==> src/design/rbdq_pkg.sv <==
// ----------------------------------------------------------------------------
// rbdq_pkg
// shared types and constants for the ring buffer deque
// ----------------------------------------------------------------------------
package rbdq_pkg;

    localparam int WORD_W    = 32;
    localparam int DEPTH_DEF = 16;
    localparam int FUNC_W    = 2;
    localparam int STATUS_W  = 2;

    typedef enum logic [FUNC_W-1:0] {
        OP_PUSH_FRONT = 2'd0,
        OP_PUSH_REAR  = 2'd1,
        OP_POP_FRONT  = 2'd2,
        OP_POP_REAR   = 2'd3
    } t_op;

    typedef enum logic [STATUS_W-1:0] {
        ST_DONE  = 2'd0,
        ST_FULL  = 2'd1,
        ST_EMPTY = 2'd2
    } t_status;

    // per-transaction result info handed from control to the result stage
    typedef struct packed {
        t_status status;
        logic    pop_ok;
        logic    now_empty;
        logic    now_full;
    } t_step_info;

endpackage

==> src/design/rbdq_ram.sv <==
// ----------------------------------------------------------------------------
// rbdq_ram
// generic simple dual port ram, one write port, one registered read port
// ----------------------------------------------------------------------------
module rbdq_ram #(
    parameter int WIDTH = 32,
    parameter int DEPTH = 16
) (
    input  logic                     i_clk,
    input  logic                     i_we,
    input  logic [$clog2(DEPTH)-1:0] i_waddr,
    input  logic [WIDTH-1:0]         i_wdata,
    input  logic                     i_re,
    input  logic [$clog2(DEPTH)-1:0] i_raddr,
    output logic [WIDTH-1:0]         o_rdata
);

    logic [WIDTH-1:0] r_mem [DEPTH];
    logic [WIDTH-1:0] r_rdata;

    always_ff @(posedge i_clk) begin
        if (i_we) begin
            r_mem[i_waddr] <= i_wdata;
        end
        if (i_re) begin
            r_rdata <= r_mem[i_raddr];
        end
    end

    assign o_rdata = r_rdata;

endmodule

==> src/design/rbdq_ctrl.sv <==
// ----------------------------------------------------------------------------
// rbdq_ctrl
// head/tail pointers, empty flag and ram access decode for one operation
// ----------------------------------------------------------------------------
module rbdq_ctrl
    import rbdq_pkg::*;
#(
    parameter int DEPTH = DEPTH_DEF
) (
    input  logic                     i_clk,
    input  logic                     i_rst_n,
    input  logic                     i_accept,
    input  logic [FUNC_W-1:0]        i_func,
    input  logic [WORD_W-1:0]        i_value,
    output logic                     o_we,
    output logic [$clog2(DEPTH)-1:0] o_waddr,
    output logic [WORD_W-1:0]        o_wdata,
    output logic                     o_re,
    output logic [$clog2(DEPTH)-1:0] o_raddr,
    output t_step_info               o_info
);

    localparam int AW = $clog2(DEPTH);
    localparam logic [AW-1:0] LAST = AW'(DEPTH - 1);

    logic [AW-1:0] r_head, n_head;
    logic [AW-1:0] r_tail, n_tail;
    logic          r_empty, n_empty;
    logic          full_now;

    function automatic logic [AW-1:0] nxt(input logic [AW-1:0] p);
        return (p == LAST) ? '0 : p + AW'(1);
    endfunction

    function automatic logic [AW-1:0] prv(input logic [AW-1:0] p);
        return (p == '0) ? LAST : p - AW'(1);
    endfunction

    always_ff @(posedge i_clk) begin
        if (!i_rst_n) begin
            r_head  <= '0;
            r_tail  <= '0;
            r_empty <= 1'b1;
        end else begin
            r_head  <= n_head;
            r_tail  <= n_tail;
            r_empty <= n_empty;
        end
    end

    assign full_now = !r_empty && (r_head == nxt(r_tail));
    assign o_wdata  = i_value;

    always_comb begin
        n_head         = r_head;
        n_tail         = r_tail;
        n_empty        = r_empty;
        o_we           = 1'b0;
        o_waddr        = '0;
        o_re           = 1'b0;
        o_raddr        = r_head;
        o_info.status  = ST_DONE;
        o_info.pop_ok  = 1'b0;
        if (i_accept) begin
            case (t_op'(i_func))
                OP_PUSH_FRONT, OP_PUSH_REAR: begin
                    if (full_now) begin
                        o_info.status = ST_FULL;
                    end else if (r_empty) begin
                        // first word always lands in slot zero
                        n_head  = '0;
                        n_tail  = '0;
                        n_empty = 1'b0;
                        o_we    = 1'b1;
                        o_waddr = '0;
                    end else if (t_op'(i_func) == OP_PUSH_FRONT) begin
                        n_head  = prv(r_head);
                        o_we    = 1'b1;
                        o_waddr = prv(r_head);
                    end else begin
                        n_tail  = nxt(r_tail);
                        o_we    = 1'b1;
                        o_waddr = nxt(r_tail);
                    end
                end
                OP_POP_FRONT, OP_POP_REAR: begin
                    if (r_empty) begin
                        o_info.status = ST_EMPTY;
                    end else begin
                        o_info.pop_ok = 1'b1;
                        o_re          = 1'b1;
                        o_raddr       = (t_op'(i_func) == OP_POP_FRONT) ? r_head : r_tail;
                        if (r_head == r_tail) begin
                            n_empty = 1'b1;
                            n_head  = '0;
                            n_tail  = '0;
                        end else if (t_op'(i_func) == OP_POP_FRONT) begin
                            n_head = nxt(r_head);
                        end else begin
                            n_tail = prv(r_tail);
                        end
                    end
                end
                default: begin
                    o_info.status = ST_DONE;
                end
            endcase
        end
        o_info.now_empty = n_empty;
        o_info.now_full  = !n_empty && (n_head == nxt(n_tail));
    end

endmodule

==> src/design/ring_buffer_deque_top.sv <==
// ----------------------------------------------------------------------------
// ring_buffer_deque_top
// double-ended queue of signed 32-bit words kept in a ring ram
// ----------------------------------------------------------------------------
//  channel   direction  tdata                   tuser
//  s_axis    in         [31:0] value            [1:0] func
//  m_axis    out        [31:0] popped_value     [1:0] status, [2] now_empty,
//                                               [3] now_full
//
//  one transaction per cycle sustained while the output is not stalled; a
//  result passes the pending stage (ram read), then the output register
//  pointers update on acceptance, so a pop right after a push reads the
//  word written the cycle before through the ram
//  synchronous active-low reset clears pointers, empty flag and valids;
//  the ram is not cleared, its slots are only read after a push wrote them
//  a stalled output holds the result; one pending stage absorbs the ram
//  read so input keeps flowing until both stages are occupied
// ----------------------------------------------------------------------------
module ring_buffer_deque_top
    import rbdq_pkg::*;
#(
    parameter int DEPTH = DEPTH_DEF
) (
    input  logic                i_clk,
    input  logic                i_rst_n,
    input  logic                s_axis_tvalid,
    output logic                s_axis_tready,
    input  logic [WORD_W-1:0]   s_axis_tdata,   // [31:0] value
    input  logic [FUNC_W-1:0]   s_axis_tuser,   // [1:0] func
    output logic                m_axis_tvalid,
    input  logic                m_axis_tready,
    output logic [WORD_W-1:0]   m_axis_tdata,   // [31:0] popped_value
    output logic [3:0]          m_axis_tuser    // [1:0] status, [2] now_empty, [3] now_full
);

    localparam int AW = $clog2(DEPTH);

    logic              accept;
    logic              ram_we, ram_re;
    logic [AW-1:0]     ram_waddr, ram_raddr;
    logic [WORD_W-1:0] ram_wdata, ram_rdata;
    t_step_info        step_info;

    // pending stage: waits for the ram read data
    logic              r_p_valid;
    logic              r_p_fresh;    // ram output still holds this entry's word
    t_step_info        r_p_info;
    logic [WORD_W-1:0] r_p_word;
    logic [WORD_W-1:0] p_word;
    logic              p_move;

    // output register
    logic              r_o_valid;
    logic [WORD_W-1:0] r_o_data;
    logic [3:0]        r_o_user;

    assign p_move        = r_p_valid && (!r_o_valid || m_axis_tready);
    assign s_axis_tready = !r_p_valid || p_move;
    assign accept        = s_axis_tvalid && s_axis_tready;

    rbdq_ctrl #(
        .DEPTH (DEPTH)
    ) u_ctrl (
        .i_clk    (i_clk),
        .i_rst_n  (i_rst_n),
        .i_accept (accept),
        .i_func   (s_axis_tuser),
        .i_value  (s_axis_tdata),
        .o_we     (ram_we),
        .o_waddr  (ram_waddr),
        .o_wdata  (ram_wdata),
        .o_re     (ram_re),
        .o_raddr  (ram_raddr),
        .o_info   (step_info)
    );

    rbdq_ram #(
        .WIDTH (WORD_W),
        .DEPTH (DEPTH)
    ) u_ram (
        .i_clk   (i_clk),
        .i_we    (ram_we),
        .i_waddr (ram_waddr),
        .i_wdata (ram_wdata),
        .i_re    (ram_re),
        .i_raddr (ram_raddr),
        .o_rdata (ram_rdata)
    );

    // refused pops and all pushes report zero
    assign p_word = !r_p_info.pop_ok ? '0 : (r_p_fresh ? ram_rdata : r_p_word);

    always_ff @(posedge i_clk) begin
        if (!i_rst_n) begin
            r_p_valid <= 1'b0;
            r_p_fresh <= 1'b0;
            r_o_valid <= 1'b0;
        end else begin
            if (accept) begin
                r_p_valid <= 1'b1;
                r_p_fresh <= 1'b1;
            end else if (p_move) begin
                r_p_valid <= 1'b0;
                r_p_fresh <= 1'b0;
            end else begin
                // holding: ram output may change, keep the captured word
                r_p_fresh <= 1'b0;
            end
            if (p_move) begin
                r_o_valid <= 1'b1;
            end else if (m_axis_tready) begin
                r_o_valid <= 1'b0;
            end
        end
    end

    // payload registers, no reset needed
    always_ff @(posedge i_clk) begin
        if (accept) begin
            r_p_info <= step_info;
        end
        r_p_word <= p_word;
        if (p_move) begin
            r_o_data <= p_word;
            r_o_user <= {r_p_info.now_full, r_p_info.now_empty, r_p_info.status};
        end
    end

    assign m_axis_tvalid = r_o_valid;
    assign m_axis_tdata  = r_o_data;
    assign m_axis_tuser  = r_o_user;

endmodule

==> config.mk <==
export PLATFORM = sky130hd
export DESIGN_NAME = ring_buffer_deque_top
export DESIGN_NICKNAME = d
export VERILOG_FILES = /design/src/design/rbdq_pkg.sv /design/src/design/rbdq_ram.sv /design/src/design/rbdq_ctrl.sv /design/src/design/ring_buffer_deque_top.sv
export SDC_FILE = /design/constraint.sdc
export NUM_CORES = 1
export LEC_CHECK = 0
export BUFFER_PORTS_ARGS = -buffer_cell sky130_fd_sc_hd__buf_2
export CELL_PAD_IN_SITES_DETAIL_PLACEMENT = 0
export CELL_PAD_IN_SITES_GLOBAL_PLACEMENT = 1
export CORE_ASPECT_RATIO = 1.5
export CORE_UTILIZATION = 54
export CTS_CLUSTER_DIAMETER = 100
export DETAILED_ROUTE_END_ITERATION = 6
export PLACE_DENSITY_LB_ADDON = 0.1
export SLEW_MARGIN = 0
export SYNTH_ARGS = -nofsm -noshare
export SYNTH_HDL_FRONTEND = slang
export SYNTH_HIERARCHICAL = 1
export SYNTH_SLANG_ARGS = --single-unit
==> constraint.sdc <==
create_clock -name i_clk -period 6.5 [get_ports i_clk]
set_input_delay 0.975 -clock i_clk [delete_from_list [all_inputs] [get_ports i_clk]]
set_output_delay 0.975 -clock i_clk [all_outputs]
set_load 0.1 [all_outputs]
Word-level counts from Yosys, hierarchy flattened
Memory sizes are Yosys's and may differ from the RTL's. A register that Yosys moved wholly into a read port is not among the register bits.
Cells that the tools add are included.
Widths: inputs -> output; s select.
{"block": "word_totals", "regBits": 85, "ramBits": 512, "input_bits": 38, "out_inout_bits": 38, "elab_cells": 98, "mem_count": 1}
{"name": "u_ram.r_mem", "depth": 16, "width": 32, "rd": 1, "rd_ports_with_merged_regs": 1, "wr": 1, "line": "rbdq_ram.sv:18", "text": "logic [WIDTH-1:0] r_mem [DEPTH];"}
{"block": "op_classes", "n_addsub": 5, "n_eq_ne": 9, "muxes": 53, "n_reduce_logical": 17}
{"operator": "$mux 4", "count": 28}
{"operator": "$mux 32", "count": 2}
{"operator": "$mux 1", "count": 18}
{"operator": "$pmux 4 s2", "count": 2}
{"operator": "$add 4x1->4 const B", "count": 3}
{"operator": "$eq 4x4->1", "count": 3}
{"operator": "$eq 4x4->1 const B", "count": 3}
{"operator": "$logic_not 4->1", "count": 2}
{"operator": "$sub 4x1->4 const B", "count": 2}
{"operator": "$eq 2x2->1 const B", "count": 2}
{"operator": "$logic_and 1x1->1", "count": 4}
{"operator": "$logic_not 1->1", "count": 4}
{"operator": "$pmux 2 s2", "count": 1}
{"operator": "$reduce_bool 2->1", "count": 2}
{"operator": "$reduce_or 2->1", "count": 2}
{"operator": "$eq 2x1->1 const B", "count": 1}
{"operator": "$logic_not 2->1", "count": 1}
{"operator": "$logic_or 1x1->1", "count": 2}
{"operator": "$mux 2", "count": 1}
{"operator": "$pmux 1 s2", "count": 1}

Depth between registers and ports, before layout
{"block": "depth", "depth_word": 11, "mapped_depth": 12, "depth_no_buf": 11}

By module
The synthesis kept the hierarchy.
{"module": "rbdq_ram", "n_inst": 1, "cells_per_inst": 838, "area_per_inst_um2": 20155.6}
{"module": "ring_buffer_deque_top", "n_inst": 1, "cells_per_inst": 155, "area_per_inst_um2": 2585.0}
{"module": "rbdq_ctrl", "n_inst": 1, "cells_per_inst": 244, "area_per_inst_um2": 1711.6}

Least setup slack after synthesis
No wires, ideal clock.
{"block": "synth_path", "path_type": "in2reg", "startpoint": "input m_axis_tready", "endpoint": "register u_ram.r_rdata[10], in the netlist u_ram/o_rdata[10] (read register of u_ram.r_mem), data pin", "setup_ns": 0.259, "t_arrival_ns": 5.271, "setup_slack_ns": 0.970, "stages": 11, "n_path_buf": 2, "cell_sequence": "nor2b_1 > a21oi_1 > nand2_1 > nor2_1 > nand2_1 > o21ai_0 > buf_2 > buf_2 > mux4_2 > a22oi_1 > nand2_1"}
{"block": "synth_via", "elab_chain_len": 5, "elab_cells_between_ends": 6, "classes_between": "mux (2); reduce/logical (4)"}
{"item": "from (decl)", "line": "ring_buffer_deque_top.sv:31", "text": "input logic m_axis_tready,"}
{"item": "$logic_or 1x1->1", "line": "ring_buffer_deque_top.sv:57", "text": "assign p_move = r_p_valid && (!r_o_valid || m_axis_tready);"}
{"item": "$logic_and 1x1->1", "line": "ring_buffer_deque_top.sv:57"}
{"item": "$logic_or 1x1->1", "line": "ring_buffer_deque_top.sv:58", "text": "assign s_axis_tready = !r_p_valid || p_move;"}
{"item": "$logic_and 1x1->1", "line": "ring_buffer_deque_top.sv:59", "text": "assign accept = s_axis_tvalid && s_axis_tready;"}
{"item": "net accept", "line": "ring_buffer_deque_top.sv:38", "text": "logic accept;"}
{"item": "$mux 1", "line": "rbdq_ctrl.sv:64", "text": "if (i_accept) begin"}
{"item": "net ram_re", "line": "ring_buffer_deque_top.sv:39", "text": "logic ram_we, ram_re;"}
{"item": "to (decl)", "line": "rbdq_ram.sv:19", "text": "logic [WIDTH-1:0] r_rdata;"}
The timed path passes the listed nets, and every way through them passes these cells.
A chain may end at the register's enable or synchronous reset.

Worst setup path after layout
{"block": "layout_path", "startpoint": "register u_ctrl.r_tail[0]", "endpoint": "memory u_ram.r_mem[11][3], enable pin"}
{"block": "layout_via", "elab_cells_between_ends": 15, "classes_between": "add/sub (1); eq/ne (2); mux (11); reduce/logical (1)"}
{"item": "from (decl)", "line": "rbdq_ctrl.sv:27", "text": "logic [AW-1:0] r_tail, n_tail;"}
{"item": "from (signal assigned)", "line": "rbdq_ctrl.sv:46", "text": "r_tail <= n_tail;"}
{"item": "$add 4x1->4 or $eq 4x4->1 (tied branches)", "line": "rbdq_ctrl.sv:32", "text": "return (p == LAST) ? '0 : p + AW'(1);"}
{"item": "$mux 4 *", "line": "rbdq_ctrl.sv:32"}
{"item": "$eq 4x4->1 or $mux 4 (tied branches)", "line": "rbdq_ctrl.sv:51, rbdq_ctrl.sv:76"}
{"item": "$logic_and 1x1->1 or $mux 4 (tied branches)", "line": "rbdq_ctrl.sv:51, rbdq_ctrl.sv:69"}
{"item": "$mux 4 *", "line": "rbdq_ctrl.sv:67", "text": "if (full_now) begin"}
{"item": "$mux 4 *", "line": "rbdq_ctrl.sv:65", "text": "case (t_op'(i_func))"}
{"item": "$mux 4 *", "line": "rbdq_ctrl.sv:64"}
{"item": "net ram_waddr[0]", "line": "ring_buffer_deque_top.sv:40", "text": "logic [AW-1:0] ram_waddr, ram_raddr;"}
{"item": "to (decl)", "line": "rbdq_ram.sv:18"}
The timed path passes the listed nets; every way through them passes the cells marked *.

==> run summary <==
Outcome = finished clean
Final worst path period share = 78.4%
Clock tree from TritonCTS = yes
H-tree levels = 2
Wire length on met3 = 2.64 mm
DRC viols = 0
Cell Rows = 95
Number of synthesized flops with an enable pin = 585
Cell Area, Synth = 0.0245 mm^2
Slew margin rel. = 16.2%
CP arrival = 5.34 ns
Overall power = 8.54 mW
Post-CTS setup buffer count = 0
Synth Register Bits = 629
RSZ-0062 raised after global routing = false
Maximum buffer depth of the clock tree = 3
Initial antenna violation count = 1
Syn avg cell area = 19.8 um^2
Endpoints failing setup = 0
Syn-to-layout area delta = 12.4%
Final wirelength = 52.5 mm
Setup TNS = 0 ns
Clk Latency, worst-skew pair = 0.60 ns
Top cell type's share of synthesized area = 71.8%
P_leak = 8.67 nW
Fin area = 0.0275 mm^2
WP data required = 6.75 ns
Worst hold slack = 0.421 ns
Routability-driven placement congestion ratio = 0.863
Commonest cells in the netlist = edfxtp_1, mux4_2, a22oi_1
Layout Nets = 1345
CTS Sinks = 629
Mapped Cells = 1237
Vias per cell = 6.11
Chip height = 263 um
DRT Pass-1 Iters = 5
Drt first-iter violations = 1142
Top FF cell, synth = edfxtp_1
CTS Root Cell = clkbuf_16
Layout cells sized above 1 = 26.9%
DR WL/cell = 27.1 um
Async set-reset flop share out of synthesis = 0%
Largest net degree at the start of global routing = 76
Core ar. = 0.0447 mm^2
Most frequent cell after synthesis = edfxtp_1
Die width = 176 um
Critical path launch point type = flop
Slew Limit Fails = 0
Syn. warnings = 6
Die area = 0.0462 mm^2
Synthesized net count = 1280
CP Max Fanout = 19
Post-CTS sizing = 0
DRT antenna net count = 0
Synth unique cells = 64
Initial Util = 54.7%
First-pass GRT wire length = 79.0 mm
Ports = 76
Top sig layer = met5
Hold crit path type = reg2reg
Vias = 11810
GRT Total Usage = 23.6%
Gr ovfl total = 0
Wire length on met1 = 20.6 mm
# diodes = 0
Met2 wire length = 27.9 mm
Peak supply drop = 0.000258 V
Area after DPL = 0.0254 mm^2
CTS Hold Bufs = 0
Clk_skew = 0.0313 ns
Clk pin slew, worst setup/hold paths = 0.07 ns
Synth area leader = edfxtp_1
Crit path time final = 5.09 ns
Post-DP HPWL = 30.0 mm
Placed Instances = 1825
IO buf count = 75
PwrDens = 311 mW/mm^2
Synth area leaders = edfxtp_1, mux4_2, dfxtp_1
Total CTS buffers = 57
Slew @ Worst Pin = 1.25 ns
Final Hold Vio Count = 0
Max-Cap Viols = 0
Fillers = 3207
CP endpoint kind = flop
Vias in the first global route = 12398
Max Freq = 0.196 GHz
Layout Cells excl Fill = 1933
Sequential-to-total area share from yosys stat = 75.4%
Crit Path Category = reg2reg
[per-layer routing]
| layer | up-vias | GRT usage, % |
|---|---|---|
| met1 | 6213 | 31.0 |
| met5 | - | 0 |
| met4 | 2 | 7.36 |
| li1 | 5136 | - |
| met3 | 95 | 2.86 |
| met2 | 364 | 40.9 |
[worst max-delay path, stage by stage, from the launching register on]
cell and delay (ns):
dfxtp_1 0.53, inv_1 0.23, ha_1 0.41, xor2_1 0.20
nor3_2 0.07, and3_1 0.22, nand2_1 0.30, nand2_1 0.18
a211oi_1 1.00, nand2_1 0.50, nor2_4 0.62, buf_4 0.48
[area by class of cell]
class,count,area [um^2],share of cell area [%]
inverters,13,48.8,0.178
clock buffers,78,1620,5.89
multi-input cells,497,5510,20.1
flip-flops and latches,629,18400,67.1
well taps,582,728,2.65
repair buffers,104,668,2.43
clock inverters,30,453,1.65
[stage by stage]
stage               worst slack (ns)  utilization, %
CTS                             1.44            61.5
detailed placement              1.16            56.8
floorplan                      0.970               -
finish                          1.41            61.5
global route                    1.11            61.5
global placement                1.39            56.8
[flip-flops by register name (all words and copies together), names as in the netlist]
register / cells
m_axis_tdata: 32
m_axis_tuser: 4
m_axis_tvalid: 1
r_p_fresh: 1
r_p_info: 5
r_p_valid: 1
r_p_word: 32
u_ctrl/r_empty: 1
u_ctrl/r_head: 4
u_ctrl/r_tail: 4
u_ram/o_rdata: 32
u_ram/r_mem: 512
[report_power, final]
part           switching, mW  total [mW]  internal, mW
clock network           1.47        3.62          2.15
logic                  0.289       0.440         0.151
registers             0.0174        4.48          4.46
total                   1.78        8.54          6.77
[layout by cell type, fill, tap and decap left out, types with 4 or more instances in the layout]
master      synthesis  layout
edfxtp_1          585     585
mux4_2            128     128
buf_2              12      75
a22oi_1            65      65
clkbuf_16           0      59
nand2_1            53      53
dfxtp_1            44      43
nor2b_1            37      34
mux2i_1            33      33
nor2_1             38      24
buf_4              45      23
a21oi_1            17      17
nor2_4              0      14
inv_1              12      12
clkbuf_1           26      12
bufinv_16           0      10
clkinv_2            0       9
xnor2_1             9       9
nor3_1             13       9
o21ai_0            10       8
clkbuf_8            0       7
nand3_1             6       6
buf_12              3       6
nand3b_1            5       5
o31ai_1             5       5
nand2b_1            5       5
nor3_2              1       5
nand4_1             5       5
a31oi_1             5       5
ha_1                5       5
and3_1              4       4
clkinvlp_4          0       4
a211oi_1            4       4
[cell families (layout without fill, tap and decap cells)]
family	after synthesis	after routing	synth area share (%)
compound gates	138	138	4.24
mux	162	162	13.2
xor+xnor	13	13	0.527
buf+inv	111	225	2.72
simple gates	179	179	3.63
fa+ha+maj	5	5	0.256
flops	629	629	75.4
[final timing paths]
| check | startpoint | end | slack, ns | cells after the start |
|---|---|---|---|---|
| max | u_ctrl/r_tail[0] | u_ram/r_mem[11][3] | 1.41 | 11 |
| min | r_p_info[4] | m_axis_tuser[1] | 0.42 | 0 |
| max reg2reg | u_ctrl/r_tail[0] | u_ram/r_mem[11][3] | 1.41 | 11 |
| min reg2reg | r_p_info[4] | m_axis_tuser[1] | 0.42 | 0 |
No activity file was read; power rests on OpenSTA's default activity.
